==> config.mk <==
export PLATFORM = sky130hd
export DESIGN_NAME = vlcp_ram
export DESIGN_NICKNAME = d
export VERILOG_FILES = /design/src/rtl/core/vlcp_ram.sv
export SDC_FILE = /design/constraint.sdc
export NUM_CORES = 2
export LEC_CHECK = 0
export BUFFER_PORTS_ARGS = -buffer_cell sky130_fd_sc_hd__buf_2
export CORE_UTILIZATION = 55
export CTS_BUF_LIST = sky130_fd_sc_hd__clkbuf_4 sky130_fd_sc_hd__clkbuf_8
export DETAILED_ROUTE_END_ITERATION = 7
export PLACE_DENSITY = 0.81
export SLEW_MARGIN = 20
export SYNTH_ARGS = -nofsm -noshare
export SYNTH_HDL_FRONTEND = slang
export SYNTH_SLANG_ARGS = --single-unit
==> constraint.sdc <==
create_clock -name clock -period 2.9 [get_ports clock]
set_input_delay 0.725 -clock clock [delete_from_list [all_inputs] [get_ports clock]]
set_output_delay 0.725 -clock clock [all_outputs]
set_load 0.02 [all_outputs]
==> src/rtl/core/vlcp_ram.sv <==
// Generic single-port-write, single-port-read synchronous RAM, registered read.
// No dependencies.
module vlcp_ram #(
   parameter int WIDTH = 8,
   parameter int DEPTH = 256
) (
   input  logic                     clock,
   input  logic                     wr_en,
   input  logic [$clog2(DEPTH)-1:0] wr_addr,
   input  logic [WIDTH-1:0]         wr_data,
   input  logic                     rd_en,
   input  logic [$clog2(DEPTH)-1:0] rd_addr,
   output logic [WIDTH-1:0]         rd_data
);

   logic [WIDTH-1:0] mem_ff [DEPTH];
   logic [WIDTH-1:0] rd_data_ff;

   always_ff @(posedge clock) begin
      if (wr_en) begin
         mem_ff[wr_addr] <= wr_data;
      end
      if (rd_en) begin
         rd_data_ff <= mem_ff[rd_addr];
      end
   end

   assign rd_data = rd_data_ff;

endmodule

## Word-level counts from Yosys, hierarchy flattened

Memory sizes are Yosys's and may differ from the RTL's. A register that Yosys moved wholly into a read port is not among the register bits.
Index checks and enable logic that the tools add are counted.

- Register bits: 0
- Memory bits (writable): 2048
- Input port bits: 27
- Memories: 1
- Logic and storage cells: 3
- Output and inout bits: 8

Memory list:

| memory | words | bits a word | rd ports | clocked after memory_dff | wr ports | line | source |
|---|---|---|---|---|---|---|---|
| mem_ff | 256 | 8 | 1 | 1 | 1 | 16 | `logic [WIDTH-1:0] mem_ff [DEPTH];` |

- Multiplexer cells: 2

Operator list:

| kind | count |
|---|---|
| $mux W1 | 2 |

## Logic depth before layout (Yosys ltp)

- Depth after elaboration: 2
- Gate-level depth with buffers: 11
- Depth with buffers taken out: 6

## Worst setup path before layout

No wires, ideal clock.

- Path kind: input port to flip-flop
- Start point: in rd_addr[0]
- End point: reg rd_data_ff[2] (netlist: rd_data[2]), read port of mem_ff, data pin
- Cell stages on the path: 9
- Required time: 2.631 ns
- Arrival time: 2.532 ns
- Path buffers: 4
- Library setup time: 0.269 ns
- Slack: 0.099 ns
- Cell sequence: buf_6 > buf_12 > buf_8 > buf_2 > mux4_2 > a22oi_1 > a21oi_1 > nor4_1 > nor4_2

RTL lines:

| element | line | source |
|---|---|---|
| start: declaration | 12 | `input logic [$clog2(DEPTH)-1:0] rd_addr,` |
| end: declaration | 17 | `logic [WIDTH-1:0] rd_data_ff;` |

==> impl_metrics.toml <==
[global_routing]
grt.overflow.total = 0
grt_pass1_vias = 43500
grt_pass1_wl_mm = 288
antenna_found_initial = 9
grt_max_degree = 93
grt_use_total = 0.274

[status]
violations = "DRC, setup timing"
status = "finished, violations left"

[yosys]
ys_ff_latch = 2056
synth_nets = 3760
synth_top_cell_area_share = 0.775
synth_edf_count = 2056
async_flop_share = 0
yosysUniqueCellTypes = 54
synthTopCellsByCount = "edfxtp_1 (2056), mux4_2 (454), nor2_1 (282), mux2i_1 (134), a22oi_1 (133)"
syn_inst = 3733
synth-seq-area-share = 0.775
syn_area_per_cell_um2 = 21.3
synth.most_common_cell = "edfxtp_1"
synth_area_um2 = 79600
synth.area.top_cells = "edfxtp_1 (78%), mux4_2 (13%), mux2i_1 (1.7%)"
ys.flop_type = "edfxtp_1"
ys_warn_count = 0
netlist.top_cell.by_area = "edfxtp_1"

[routing]
avgViaCountPerCell = 6.50
routed-wl-met2_mm = 96.6
vias = 43300
top_layer = "met5"
wl_per_cell_um = 30.0
drc = 6
dr_wl_met3_mm = 24.9
drt-initial-drc-count = 6878
wl_mm = 200
m1WireLength_mm = 68.9
ant_nets = 0
firstDrtPassIters = 8

[floorplanning]
die_h_um = 383
die-width_um = 383
start_util = 0.554
num_rows = 139
coreArea_um2 = 144000
die_area_um2 = 146000
io_pins = 35

[place]
place_hpwl_mm = 127
port_buffers = 34
place_congestion = 0.919

[worst_setup_path]
r2r_end = "rd_data[6]$_DFFE_PP_"
crit_slowest_cell = "nor3_1"
cp.arrival_ns = 3.63
startpoint_type = "input port"
cpMostUsedCell = "buf_4"
reg2reg_depth = 6
r2r_slack_ns = 0.03
r2r_start = "mem_ff[80][6]$_DFFE_PP_"
critPathMaxFanout = 15
crit_path_end_kind = "flip-flop"
required_ns = 3.58
critPathMaxStageDelay_ns = 0.65
path_cells = "buf_8 > buf_12 > buf_4 > buf_4 > mux4_2 > o22ai_1 > buf_4 > o32ai_2 > nor3_1 > nor4_2"
crit_type = "input port to flip-flop"

[worst_hold_path]
min_path_cells = 1
worstHoldPathType = "input port to flip-flop"
hold-path-endpoint = "mem_ff[216][4]$_DFFE_PP_"
min-delay-start = "wr_data[4]"

[run]
drv_cap = 0

[finish]
fill_cells = 8762
area_growth_pct = 16.4
layout.nets = 4554
drive_above_1_share = 0.349

[pwr]
p_int_w = 0.0464
swShare = 0.217
ir_drop_mv = 0.580
p_seq_frac = 0.554
switchingPower_w = 0.0129
power.total_w = 0.0592
clkPwrFrac = 0.389
total_leakage_power_nw = 30.3
pwr-share-comb = 0.057
power.density_nw_per_um2 = 639

[clock_network]
numCtsBuffers = 319
insertion_delay_ns = 1.02
cts.reportedPaths.clkPinSlew_ns = 0.06
cts-root-buf = "clkbuf_8"
h-tree-depth = 5
clock-sinks = 2056
max-clock-path-buffers = 4
cts_tree = "yes"
postCtsSetupBuffers = 0
hold_buffers = 0

[timing]
drv_slew = 0
hold_viol = 0
worst_clock_skew_ns = 0.0607
fin_tns_setup_ns = -0.0538
worst_slack_ns = -0.0465
finalCriticalPeriod_ns = 2.95
slew-limit-headroom = 0.393
setup_violations = 2
max_freq_mhz = 339
finalCritPeriodShare = 1.02
grt_setup_unrepaired = "false"
tightest_slew_ns = 0.911
[cells in the final DEF, fill, tap and decap left out, drive strengths merged, types with 4 or more instances in the layout]
| cell type | instances |
|---|---|
| diode | 7 |
| o22a | 5 |
| o211ai | 10 |
| nor3 | 22 |
| edfxtp | 2056 |
| a22oi | 133 |
| nand2b | 8 |
| bufinv | 7 |
| a2111oi | 5 |
| and2 | 6 |
| a21oi | 96 |
| clkinv | 106 |
| mux2i | 134 |
| a211oi | 16 |
| o22ai | 28 |
| nor2 | 282 |
| nor2b | 31 |
| a221oi | 14 |
| a22o | 8 |
| inv | 6 |
| buf | 698 |
| nand2 | 33 |
| clkbuf | 432 |
| nand3 | 34 |
| nor4 | 27 |
| o32ai | 5 |
| or2 | 4 |
| mux4 | 456 |
| nand4 | 10 |
| o221ai | 47 |
| o21ai | 12 |
[power groups by stage]
stage	Clock, W	Combinational (W)	Sequential (W)
3_3_place_gp	0	0.00320	0.0334
3_5_place_dp	0	0.00329	0.0335
6_report	0.0230	0.00337	0.0328
2_1_floorplan	0	0.00159	0.0334
5_1_grt	0.0245	0.00348	0.0328
4_1_cts	0.0232	0.00332	0.0328
[critical path, delay by kind of cell]
kind / cells / cell delay, ns
buffers and inverters: 5 / 1.18
AO/OA/AOI/OAI: 2 / 0.29
AND/OR/NAND/NOR: 2 / 0.77
multiplexers: 1 / 0.59
[repair_timing]
item                       4_1_cts  5_1_grt
setup endpoints to repair        4        2
resized for setup                5        2
pin swaps                        0        0
cloned                           0        0
[worst max-delay path by stage]
| stage | endpoint | slack [ns] | depth (start not counted) | startpoint |
|---|---|---|---|---|
| 2_1_floorplan | rd_data[2]$_DFFE_PP_ | 0.1 | 9 | rd_addr[0] |
| 3_3_place_gp | rd_data[5]$_DFFE_PP_ | -1.11 | 8 | rd_addr[0] |
| 3_5_place_dp | rd_data[5]$_DFFE_PP_ | -1.12 | 9 | rd_addr[0] |
| 4_1_cts | rd_data[6]$_DFFE_PP_ | 0.05 | 6 | mem_ff[80][6]$_DFFE_PP_ |
| 5_1_grt | rd_data[6]$_DFFE_PP_ | 0.008 | 10 | rd_addr[0] |
| 6_report | rd_data[6]$_DFFE_PP_ | -0.05 | 10 | rd_addr[0] |
[logic make-up (layout without fill, tap and decap cells)]
kind of cell           after synthesis  after routing  synth area share
multiplexers                       591            591             0.146
AO/OA/AOI/OAI                      385            385            0.0342
AND/OR/NAND/NOR                    466            466            0.0263
other                                0              7                 0
buffers and inverters              235           1252            0.0183
flip-flops                        2056           2056             0.775
[routing by layer]
metal	up-vias	GRT usage
li1	17300	-
met1	22000	0.366
met2	3373	0.435
met3	560	0.0645
met4	10	0.120
met5	-	0
[cell type report]
| type | count | area, um^2 | area share |
|---|---|---|---|
| antenna | 7 | 17.5 | 0.000189 |
| clock buffer | 424 | 5210 | 0.0562 |
| clock inverter | 120 | 722 | 0.00779 |
| inverter | 2 | 7.51 | 0.0000810 |
| multi-input combinational | 1442 | 16500 | 0.178 |
| sequential | 2056 | 61700 | 0.666 |
| tap | 1903 | 2380 | 0.0257 |
| timing repair buffer | 706 | 6100 | 0.0658 |
[metrics by stage]
step | util | setup slack [ns] | hold slack, ns | instance area (um^2) | std cells
after floorplan | - | 0.0989 | 0.824 | 79600 | 3733
after global placement | 0.604 | -1.11 | 1.12 | 86700 | 6109
after detailed placement | 0.604 | -1.12 | 1.13 | 86700 | 6109
after CTS | 0.645 | 0.0525 | 0.0319 | 92700 | 6653
after global routing | 0.645 | 0.00801 | 0.0587 | 92700 | 6655
final | 0.645 | -0.0465 | 0.109 | 92700 | 6660
[state kept, by name, summed over array words and instances (netlist names)]
name / flops
mem_ff: 2048
rd_data: 8
Power figures use the tool's default switching activity.
