$ cat config.mk
export PLATFORM = sky130hd
export DESIGN_NAME = vlcp_packer
export DESIGN_NICKNAME = d
export VERILOG_FILES = /design/src/rtl/core/vlcp_pkg.sv /design/src/rtl/core/vlcp_packer.sv
export SDC_FILE = /design/constraint.sdc
export NUM_CORES = 1
export LEC_CHECK = 0
export BUFFER_PORTS_ARGS = -buffer_cell sky130_fd_sc_hd__buf_2
export CAP_MARGIN = 20
export CORE_ASPECT_RATIO = 0.6
export CORE_MARGIN = 2
export CORE_UTILIZATION = 35
export CTS_BUF_LIST = sky130_fd_sc_hd__clkbuf_4
export CTS_CLUSTER_DIAMETER = 50
export DETAILED_ROUTE_END_ITERATION = 7
export PLACE_DENSITY = 0.57
export SLEW_MARGIN = 20
export SYNTH_ARGS = -nofsm -noshare
export SYNTH_HDL_FRONTEND = slang
export SYNTH_SLANG_ARGS = --single-unit
$ cat constraint.sdc
create_clock -name clock -period 9.2 [get_ports clock]
set_input_delay 2.76 -clock clock [delete_from_list [all_inputs] [get_ports clock]]
set_output_delay 2.76 -clock clock [all_outputs]
set_load 0.05 [all_outputs]
$ cat src/rtl/core/vlcp_pkg.sv
// Shared constants, codes and types of the variable-length code packer.
// Used by vlcp_packer and variable_length_code_packer_top; no dependencies.
package vlcp_pkg;

   localparam int NUM_SYMBOLS  = 256;
   localparam int MAX_CODE_LEN = 32;
   localparam int COUNT_WIDTH  = 24;

   localparam int OP_W     = 2;
   localparam int SYM_W    = 8;
   localparam int CODE_W   = 32;
   localparam int LEN_IN_W = 6;
   localparam int BYTE_W   = 8;
   localparam int TOTAL_W  = 24;

   localparam int ADDR_W  = $clog2(NUM_SYMBOLS);
   localparam int LEN_W   = $clog2(MAX_CODE_LEN + 1);
   localparam int ENTRY_W = CODE_W + LEN_W;
   localparam int NEED_W  = 4;

   localparam logic [COUNT_WIDTH-1:0] COUNT_MAX = {COUNT_WIDTH{1'b1}};

   localparam logic [OP_W-1:0] OP_LOAD   = 2'd0;
   localparam logic [OP_W-1:0] OP_ENCODE = 2'd1;
   localparam logic [OP_W-1:0] OP_FINISH = 2'd2;

   typedef enum logic [1:0] {
      ST_IDLE,
      ST_PACK,
      ST_FLUSH,
      ST_TERM
   } state_type;

   typedef struct packed {
      logic encode;
      logic finish;
      logic append_term;
   } cmd_type;

endpackage

$ cat src/rtl/core/vlcp_packer.sv
// Bit packer: control FSM, byte accumulator, byte counter and result register.
// Depends on vlcp_pkg; takes table entries from the RAM read port.
module vlcp_packer (
   input  logic                            clock,
   input  logic                            reset,
   input  vlcp_pkg::cmd_type               cmd,
   input  logic [vlcp_pkg::CODE_W-1:0]     ram_code,
   input  logic [vlcp_pkg::LEN_W-1:0]      ram_len,
   output logic                            idle,
   output logic                            rsp_valid,
   input  logic                            rsp_ready,
   output logic [vlcp_pkg::BYTE_W-1:0]     rsp_out_byte,
   output logic                            rsp_end_of_stream,
   output logic [vlcp_pkg::TOTAL_W-1:0]    rsp_total_bytes
);

   vlcp_pkg::state_type state_ff, state_in;

   logic [vlcp_pkg::BYTE_W-1:0]      acc_ff, acc_in;
   logic [2:0]                       pend_ff, pend_in;
   logic [vlcp_pkg::COUNT_WIDTH-1:0] cnt_ff, cnt_in, cnt_inc;
   logic [vlcp_pkg::LEN_W-1:0]       klen_ff, klen_in;
   logic                             first_ff, first_in;
   logic                             rsp_valid_ff;
   logic [vlcp_pkg::BYTE_W-1:0]      byte_ff;
   logic                             eos_ff;
   logic [vlcp_pkg::TOTAL_W-1:0]     total_ff;

   logic                         out_free;
   logic [vlcp_pkg::LEN_W-1:0]   k_cur;
   logic [vlcp_pkg::NEED_W-1:0]  need;
   logic                         can_emit;
   logic [vlcp_pkg::LEN_W-1:0]   shift_amt;
   logic [vlcp_pkg::CODE_W-1:0]  frag;
   logic [vlcp_pkg::BYTE_W-1:0]  pack_byte;
   logic [2:0]                   k3;
   logic [vlcp_pkg::BYTE_W-1:0]  absorb_byte;
   logic [vlcp_pkg::BYTE_W-1:0]  flush_byte;

   logic                         load_out;
   logic [vlcp_pkg::BYTE_W-1:0]  out_byte;
   logic                         out_eos;
   logic                         clear_stream;

   assign out_free  = !rsp_valid_ff || rsp_ready;
   assign k_cur     = first_ff ? ram_len : klen_ff;
   assign need      = vlcp_pkg::NEED_W'(4'd8 - {1'b0, pend_ff});
   assign can_emit  = k_cur >= need;
   assign shift_amt = vlcp_pkg::LEN_W'(k_cur - vlcp_pkg::LEN_W'(need));
   assign frag      = ram_code >> shift_amt;
   assign pack_byte = (acc_ff << need) | (frag[vlcp_pkg::BYTE_W-1:0] & (8'hFF >> pend_ff));
   assign k3        = 3'(k_cur);
   assign absorb_byte = (acc_ff << k3) | (ram_code[vlcp_pkg::BYTE_W-1:0] & ~(8'hFF << k3));
   assign flush_byte  = acc_ff << need;
   assign cnt_inc     = (cnt_ff == vlcp_pkg::COUNT_MAX) ? cnt_ff : cnt_ff + 1'b1;

   // next state
   always_comb begin
      state_in = state_ff;
      case (state_ff)
         vlcp_pkg::ST_IDLE: begin
            if (cmd.encode) begin
               state_in = vlcp_pkg::ST_PACK;
            end else if (cmd.finish) begin
               state_in = vlcp_pkg::ST_FLUSH;
            end
         end
         vlcp_pkg::ST_PACK: begin
            if (!can_emit) begin
               state_in = vlcp_pkg::ST_IDLE;
            end else if (out_free && shift_amt == '0) begin
               state_in = vlcp_pkg::ST_IDLE;
            end
         end
         vlcp_pkg::ST_FLUSH: begin
            if (pend_ff == '0 || out_free) begin
               state_in = cmd.append_term ? vlcp_pkg::ST_TERM : vlcp_pkg::ST_IDLE;
            end
         end
         vlcp_pkg::ST_TERM: begin
            if (out_free) begin
               state_in = vlcp_pkg::ST_IDLE;
            end
         end
         default: state_in = vlcp_pkg::ST_IDLE;
      endcase
   end

   // outputs and datapath updates
   always_comb begin
      load_out     = 1'b0;
      out_byte     = '0;
      out_eos      = 1'b0;
      clear_stream = 1'b0;
      acc_in       = acc_ff;
      pend_in      = pend_ff;
      klen_in      = klen_ff;
      first_in     = first_ff;
      case (state_ff)
         vlcp_pkg::ST_IDLE: begin
            first_in = cmd.encode;
         end
         vlcp_pkg::ST_PACK: begin
            if (can_emit) begin
               if (out_free) begin
                  load_out = 1'b1;
                  out_byte = pack_byte;
                  acc_in   = '0;
                  pend_in  = '0;
                  klen_in  = shift_amt;
                  first_in = 1'b0;
               end
            end else begin
               acc_in   = absorb_byte;
               pend_in  = pend_ff + k3;
               first_in = 1'b0;
            end
         end
         vlcp_pkg::ST_FLUSH: begin
            if (pend_ff != '0) begin
               if (out_free) begin
                  load_out     = 1'b1;
                  out_byte     = flush_byte;
                  out_eos      = !cmd.append_term;
                  acc_in       = '0;
                  pend_in      = '0;
                  clear_stream = !cmd.append_term;
               end
            end else begin
               clear_stream = !cmd.append_term;
            end
         end
         vlcp_pkg::ST_TERM: begin
            if (out_free) begin
               load_out     = 1'b1;
               out_byte     = '0;
               out_eos      = 1'b1;
               clear_stream = 1'b1;
            end
         end
         default: begin
            first_in = 1'b0;
         end
      endcase
   end

   always_comb begin
      cnt_in = cnt_ff;
      if (clear_stream) begin
         cnt_in = '0;
      end else if (load_out) begin
         cnt_in = cnt_inc;
      end
   end

   always_ff @(posedge clock) begin
      if (reset) begin
         state_ff     <= vlcp_pkg::ST_IDLE;
         acc_ff       <= '0;
         pend_ff      <= '0;
         cnt_ff       <= '0;
         first_ff     <= 1'b0;
         rsp_valid_ff <= 1'b0;
      end else begin
         state_ff <= state_in;
         acc_ff   <= acc_in;
         pend_ff  <= pend_in;
         cnt_ff   <= cnt_in;
         first_ff <= first_in;
         if (load_out) begin
            rsp_valid_ff <= 1'b1;
         end else if (rsp_ready) begin
            rsp_valid_ff <= 1'b0;
         end
      end
   end

   always_ff @(posedge clock) begin
      klen_ff <= klen_in;
      if (load_out) begin
         byte_ff  <= out_byte;
         eos_ff   <= out_eos;
         total_ff <= vlcp_pkg::TOTAL_W'(cnt_inc);
      end
   end

   assign idle              = state_ff == vlcp_pkg::ST_IDLE;
   assign rsp_valid         = rsp_valid_ff;
   assign rsp_out_byte      = byte_ff;
   assign rsp_end_of_stream = eos_ff;
   assign rsp_total_bytes   = total_ff;

`ifndef SYNTH
   a_cmd_exclusive: assert property (@(posedge clock) disable iff (reset)
      !(cmd.encode && cmd.finish))
      else $error("encode and finish started together");

   a_cmd_only_idle: assert property (@(posedge clock) disable iff (reset)
      (state_ff != vlcp_pkg::ST_IDLE) |-> !(cmd.encode || cmd.finish))
      else $error("command started while busy");

   a_finish_to_flush: assert property (@(posedge clock) disable iff (reset)
      cmd.finish |=> state_ff == vlcp_pkg::ST_FLUSH)
      else $error("finish did not enter flush");

   a_eos_clears_count: assert property (@(posedge clock) disable iff (reset)
      (load_out && out_eos) |=> cnt_ff == '0 && pend_ff == '0)
      else $error("stream not restarted after end beat");

   a_pack_has_bits: assert property (@(posedge clock) disable iff (reset)
      (state_ff == vlcp_pkg::ST_PACK && !first_ff) |-> klen_ff != '0)
      else $error("pack continued with no code bits left");
`endif

endmodule

# == Word level (Yosys, flattened, before mapping) ==
# Cells that the tools add are included.
# totals
word_cells,89
in_bits,44
regBits,78
output_inout_bits,35
# op_classes
add_sub_neg,4
shift,5
mux,37
n_eq_ne,10
magnitude_cmp,1
n_reduce_logical,17
bitwise,5
# ops
cell,count
$mux W8,7
$pmux W8 S2,2
$shr A32 B6 Y8,1
$add A24 B1 Y24 const B,1
$eq A24 B24 Y1 const B,1
$mux W24,1
$and A8 B8 Y8,2
$or A8 B8 Y8,2
$mux W2,7
$mux W1,10
$mux W3,3
$ne A3 B3 Y1 const B,3
$not A8 Y8,1
$pmux W2 S4,1
$shl A8 B3 Y8,1
$shl A8 B3 Y8 const A,1
$shl A8 B4 Y8,1
$shr A8 B3 Y8 const A,1
$ge A6 B4 Y1,1
$logic_not A6 Y1,1
$mux W6,1
$ne A2 B2 Y1 const B,3
$pmux W1 S2,3
$pmux W3 S2,1
other kinds (17),23

# == Depth between registers and ports, before layout ==
# Gate-level depths: netlist of run 1.
# logic_depth
word_depth,8
mapped_depth,14

# == Least setup slack after synthesis of run 1 ==
# OpenSTA, ideal clock, no wires.
# synth_timing
kind,input-to-reg
start,input ram_len[0] (netlist bit)
end,"register byte_ff (netlist bit rsp_out_byte[2]), data pin"
n_path_buf,2
setup_slack_ns,3.034
t_required_ns,8.943
t_arrival_ns,5.910
cell_stages,10
path_cell_list,mux2i_1 -> ha_1 -> fa_1 -> clkbuf_1 -> clkinv_1 -> clkbuf_1 -> mux2i_1 -> a21oi_1 -> mux4_2 -> a32o_1
# synth_between
elab_chain_len,8
elab_cells_between_ends,9
classes_between,add/sub: 1; order compare: 1; shift: 1; mux: 4; bitwise: 2
# synth_lines
element,line,text
"start, declared",vlcp_packer.sv:8,"input logic [vlcp_pkg::LEN_W-1:0] ram_len,"
$mux W6 (*),vlcp_packer.sv:46,assign k_cur = first_ff ? ram_len : klen_ff;
$sub A6 B4 Y6,vlcp_packer.sv:49,assign shift_amt = vlcp_pkg::LEN_W'(k_cur - vlcp_pkg::LEN_W'(need));
$shr A32 B6 Y8,vlcp_packer.sv:50,assign frag = ram_code >> shift_amt;
$and A8 B8 Y8,vlcp_packer.sv:51,assign pack_byte = (acc_ff << need) | (frag[vlcp_pkg::BYTE_W-1:0] & (8'hFF >> pend_ff));
$or A8 B8 Y8,vlcp_packer.sv:51,
$mux W8,vlcp_packer.sv:105,if (out_free) begin
$mux W8 (*),vlcp_packer.sv:104,if (can_emit) begin
$pmux W8 S2 (*),vlcp_packer.sv:99,case (state_ff)
"end signal, assigned",vlcp_packer.sv:181,byte_ff <= out_byte;
"end, declared",vlcp_packer.sv:25,logic [vlcp_pkg::BYTE_W-1:0] byte_ff;
# Every way passes the cells marked *; elsewhere a longest branch is shown, timed or not.
# A chain may end at the register's enable or synchronous reset.

# == Final worst setup path of run 1 ==
# layout_timing
start,input ram_len[0] (netlist bit)
end,"register byte_ff (netlist bit rsp_out_byte[3]), data pin"
# Same word-level chain as after synthesis.

==> results of run 1 <==
[per-layer routing]
layer  track usage [%]  vias to the layer above
met3              5.88                        8
met1              32.3                     2506
met5                 0                        -
li1                  -                     2495
met4              2.56                        0
met2              25.1                      179
[final timing paths]
| path | start | end | slack [ns] |
|---|---|---|---|
| setup / recovery | ram_len[0] | rsp_out_byte[3]$_SDFFCE_PP0P_ | 2.09 |
| hold / removal | acc_ff[7]$_SDFFE_PP0P_ | acc_ff[7]$_SDFFE_PP0P_ | 0.53 |
| setup reg to reg | pend_ff[0]$_SDFFE_PP0P_ | rsp_out_byte[3]$_SDFFCE_PP0P_ | 3.80 |
| hold reg to reg | acc_ff[7]$_SDFFE_PP0P_ | acc_ff[7]$_SDFFE_PP0P_ | 0.53 |
[cells in the final DEF (no fill, tap or decap), drive strengths merged, types with 20 or more instances in the layout]
| master | n |
|---|---|
| a211oi | 22 |
| a21oi | 29 |
| buf | 86 |
| dfxtp | 39 |
| edfxtp | 39 |
| inv | 29 |
| mux2 | 20 |
| mux2i | 69 |
| nand2 | 58 |
| nor2 | 80 |
| o21ai | 22 |
| xnor2 | 26 |
| xor2 | 20 |
[critical path, delay by kind of cell]
family                   cells  cell delay, ns
adder cells (fa/ha/maj)      2            1.20
AO/OA/AOI/OAI                3            0.68
multiplexers                 2            1.32
buffers and inverters        2            0.86
AND/OR/NAND/NOR              2            0.50
[report_power, final]
group / leakage, nW / internal (W) / total [W] / switching [W]
Sequential: 0.680 / 0.000464 / 0.000501 / 0.0000369
Combinational: 1.81 / 0.000476 / 0.00147 / 0.000990
Clock: 0.0663 / 0.0000610 / 0.000205 / 0.000144
Total: 2.55 / 0.00100 / 0.00217 / 0.00117
[registers in the layout, summed over array words and instances (netlist names)]
name               count
cnt_ff                24
rsp_total_bytes       24
acc_ff                 8
rsp_out_byte           8
klen_ff                6
pend_ff                3
state_ff               2
first_ff               1
rsp_end_of_stream      1
rsp_valid              1
[stage by stage]
| stage | area, um^2 | cells | utilization (%) | setup slack (ns) |
|---|---|---|---|---|
| CTS | 6570 | 940 | 40.4 | 2.19 |
| finish | 6570 | 940 | 40.4 | 2.09 |
| global placement | 6430 | 924 | 39.6 | 1.85 |
| floorplan | 5810 | 644 | - | 3.03 |
| detailed placement | 6430 | 924 | 39.6 | 1.73 |
| global route | 6570 | 940 | 40.4 | 1.82 |
[cell families (layout without fill, tap and decap cells)]
| logic type | count (synthesis) | after routing |
|---|---|---|
| and+or+nand+nor | 199 | 199 |
| adders and majority gates | 15 | 15 |
| AOI/OAI and AO/OA | 150 | 150 |
| muxes | 93 | 93 |
| buffers and inverters | 63 | 131 |
| xor gates and xnor gates | 46 | 46 |
| DFF | 78 | 78 |
[area by class of cell]
| class | instances | area share (%) |
|---|---|---|
| multi-input cells | 503 | 55.4 |
| flip-flops and latches | 78 | 29.7 |
| repair buffers | 86 | 6.85 |
| well taps | 228 | 4.34 |
| inverters | 29 | 1.66 |
| clock buffers | 9 | 1.03 |
| clock inverters | 7 | 1.01 |
==> results_dict.tcl, run 1 <==
set metrics [dict create \
    status "complete, no violations" \
    syn_avg_cell_area_um2 9.03 \
    cpMaxStageDelayCell "mux2i_1" \
    fin_setup_tns_ns 0 \
    gp_congestion 0.934 \
    start_kind "input port" \
    synthArstFlopShare_pct 0 \
    wl_met2_um 6470 \
    clock-sinks 78 \
    synth-main-ff-cell "edfxtp_1" \
    rsz0062_at_grt "no" \
    io_pins 79 \
    post_cts_buffers 0 \
    syn_nets 703 \
    max_stage_delay_ns 0.82 \
    fin_crit_sh_pct 77.2 \
    yosys.area_share.simple_pct 15.4 \
    routedWlPerCell_um 18.4 \
    fmax_mhz 141 \
    yosysWarnings 0 \
    drt-pass1-iter-count 5 \
    grt_use_total_pct 19.7 \
    syn_area_um2 5810 \
    end_kind "flop" \
    cts_hold_buf 0 \
    min_path_type "reg -> reg" \
    start_util_pct 35.7 \
    r2r_cells 10 \
    nFillCells 1689 \
    cp.required_ns 9.44 \
    slew_headroom_pct 27.4 \
    yosys-mux-area-fraction_pct 17.4 \
    cts_htree_levels 3 \
    yosysMostFrequentCell "nor2_1" \
    dieArea_um2 17700 \
    syn_inst 644 \
    grt_max_degree 40 \
    multi_input_area_um2 3640 \
    synth_cell_types 69 \
    top_layer "met4" \
    synth_edf_count 39 \
    setup_viol 0 \
    grt_overflow_total 0 \
    skew_ns 0.0296 \
    hold_viol_final 0 \
    ant_nets 0 \
    dp_hpwl_um 13700 \
    ys_seq_area_share_pct 33.6 \
    numCtsBuffers 9 \
    antennaDiodeCount 0 \
    clockBufferDepth 2 \
    netlist_top_cells_count "nor2_1, mux2i_1, nand2_1" \
    insertion_delay_ns 0.45 \
    path_max_fanout 25 \
    vias_per_cell 5.52 \
    synth_compound_area_share_pct 18.8 \
    ys_ff_latch 78 \
    worst-slew-pin-transition_ns 1.06 \
    port_buffers 78 \
    die_h_um 104 \
    path_cells "buf_2 -> mux2i_1 -> ha_1 -> fa_1 -> clkinv_1 -> mux2_2 -> a21o_1 -> and3_1 -> or3_1 -> a2111o_1 -> o311ai_0" \
    synth-xor-area-share_pct 7.25 \
    fin_crit_ns 7.11 \
    critPathKind "in -> reg" \
    cts-root-buf "clkbuf_4" \
    cts_tree "built" \
    yosys.area_share.adder_pct 3.49 \
    antenna_found_initial 0 \
    synth_area_leaders "edfxtp_1, dfxtp_1, mux2i_1, nor2_1, xnor2_1" \
    peakVddDrop_uv 123 \
    dr.first_iter.drc_count 389 \
    row_count 36 \
    drv_slew 0 \
    whs_ns 0.530 \
    grt_pass1_vias 4941 \
    hold_depth 2 \
    grt_pass1_wl_um 27200 \
    drv_cap 0 \
    core_um2 16300 \
    synthToLayoutAreaGrowth_pct 13.1 \
    cts_resized 0 \
    clk_pin_slew_ns 0.14 \
    wl_um 17300 \
    vias 5188 \
    routed-wl-met3_um 1510 \
    arrival_ns 7.35 \
    yosysTopAreaCellShare_pct 20.1 \
    synth_top_area_cell "edfxtp_1" \
    power_density_nw_per_um2 330 \
    synth_top_family_by_area "compound AO/OA/AOI/OAI gates" \
    power_w 0.00217 \
    seqCellArea_um2 1950 \
    wl_met1_um 9270 \
    power.leakage_nw 2.55 \
    layout.nets 766 \
    drive_gt1_share_pct 19.9 \
    die_x_um 170 \
    drc 0 \
]
No activity file was read; power rests on OpenSTA's default activity.
==> run 2, diff against run 1 <==
==> constraint.sdc (replaced) <==
create_clock -name clock -period 7.3 [get_ports clock]
set_input_delay 2.19 -clock clock [delete_from_list [all_inputs] [get_ports clock]]
set_output_delay 2.19 -clock clock [all_outputs]
set_load 0.05 [all_outputs]
==> results_dict.tcl, run 2 (same netlist as run 1, synthesis figures left out) <==
set metrics [dict create \
    status "complete, no violations" \
    wl_um 17000 \
    die_h_um 104 \
    whs_ns 0.524 \
    cts_resized 0 \
    drive_gt1_share_pct 20.0 \
    die_x_um 170 \
    final_common_cell "nor2_1" \
    gp_congestion 0.915 \
    slew_headroom_pct 25.8 \
    cp.required_ns 7.44 \
    drc 0 \
    final_cell_mix "nor2_1, buf_2, mux2i_1" \
    setup_viol 0 \
    grt_pass1_vias 4945 \
    fin_crit_ns 5.68 \
    vias 5231 \
    max_stage_delay_ns 0.63 \
    core_um2 16300 \
    cts_tree "built" \
    grt_max_degree 43 \
    routedWlPerCell_um 18.1 \
    insertion_delay_ns 0.43 \
    critPathKind "in -> reg" \
    ant_nets 0 \
    hold_viol_final 0 \
    io_pins 79 \
    rsz0062_at_grt "no" \
    clk_pin_slew_ns 0.13 \
    cts-root-buf "clkbuf_4" \
    fmax_mhz 176 \
    grt_overflow_total 0 \
    port_buffers 78 \
    synthToLayoutAreaGrowth_pct 14.2 \
    cts_htree_levels 3 \
    row_count 36 \
    start_util_pct 35.7 \
    clockBufferDepth 2 \
    antennaDiodeCount 0 \
    fin_crit_sh_pct 77.9 \
    skew_ns 0.0186 \
    dr.first_iter.drc_count 631 \
    grt_pass1_wl_um 27100 \
    seqCellArea_um2 1950 \
    power_density_nw_per_um2 420 \
    grt_use_total_pct 19.5 \
    layout.nets 768 \
    cpMaxStageDelayCell "o41ai_1" \
    multi_input_area_um2 3640 \
    antenna_found_initial 0 \
    arrival_ns 5.83 \
    drv_slew 0 \
    fin_setup_tns_ns 0 \
    power.leakage_nw 2.60 \
    path_cells "buf_2 -> mux2i_1 -> buf_4 -> ha_1 -> fa_1 -> buf_4 -> clkinv_1 -> buf_4 -> mux2i_1 -> mux2i_1 -> and3_1 -> o21ai_0 -> o21ai_0 -> o41ai_1" \
    drt-pass1-iter-count 5 \
    dieArea_um2 17700 \
    worst-slew-pin-transition_ns 1.10 \
    end_kind "flop" \
    dp_hpwl_um 13400 \
    path_max_fanout 25 \
    clock-sinks 78 \
    vias_per_cell 5.55 \
    peakVddDrop_uv 190 \
    power_w 0.00279 \
    min_path_type "reg -> reg" \
    start_kind "input port" \
    numCtsBuffers 9 \
    nFillCells 1638 \
    drv_cap 0 \
    post_cts_buffers 0 \
    cts_hold_buf 0 \
]
run 2: changes by cell type in the layout (fill, tap and decap cells not counted), sizes merged:
cell and delta:
bufinv +3, buf +2, clkinvlp -2, inv -2
clkinv +1
run 2: layer usage:
layer / vias up / track usage [%] / routed length, um / share of wire (%)
met5: - / 0 / 0 / 0
li1: 2509 / - / - / -
met2: 225 / 25.3 / 6440 / 38
met1: 2490 / 31.7 / 8520 / 50
met4: 0 / 2.08 / 59 / 0.35
met3: 7 / 5.96 / 1990 / 12
run 2: final timing paths:
check / startpoint / end / slack (ns) / cells after the start
hold / removal: acc_ff[7]$_SDFFE_PP0P_ / acc_ff[7]$_SDFFE_PP0P_ / 0.52 / 2
hold reg to reg: acc_ff[7]$_SDFFE_PP0P_ / acc_ff[7]$_SDFFE_PP0P_ / 0.52 / 2
setup reg to reg: pend_ff[0]$_SDFFE_PP0P_ / rsp_out_byte[7]$_SDFFCE_PP0P_ / 2.32 / 12
setup / recovery: ram_len[0] / rsp_out_byte[7]$_SDFFCE_PP0P_ / 1.62 / 14
run 2: layout make-up:
class | count | share of cell area, %
flip-flops and latches | 78 | 29.4
repair buffers | 88 | 7.01
clock inverters | 7 | 1.83
inverters | 29 | 1.64
clock buffers | 9 | 1.02
multi-input cells | 503 | 54.8
well taps | 228 | 4.30
run 2: through the flow:
stage,instances,instance area (um^2),util [%],worst slack (ns)
2_1_floorplan,644,5810,-,1.70
6_report,942,6640,40.8,1.62
3_5_place_dp,926,6450,39.7,1.30
5_1_grt,942,6640,40.8,1.49
4_1_cts,942,6640,40.8,1.80
3_3_place_gp,926,6450,39.7,1.29
run 2: worst max-delay path: cells and delay by family:
kind / cells / cell delay (ns)
and+or+nand+nor: 1 / 0.19
adders and majority gates: 2 / 0.73
AOI/OAI and AO/OA: 3 / 0.98
buffers and inverters: 5 / 1.34
muxes: 3 / 0.38
run 2: power by group:
part / internal [W] / total, W / switching [W]
Sequential: 0.000585 / 0.000641 / 0.0000555
Clock: 0.000175 / 0.000334 / 0.000159
Combinational: 0.000600 / 0.00182 / 0.00122
Total: 0.00136 / 0.00279 / 0.00143
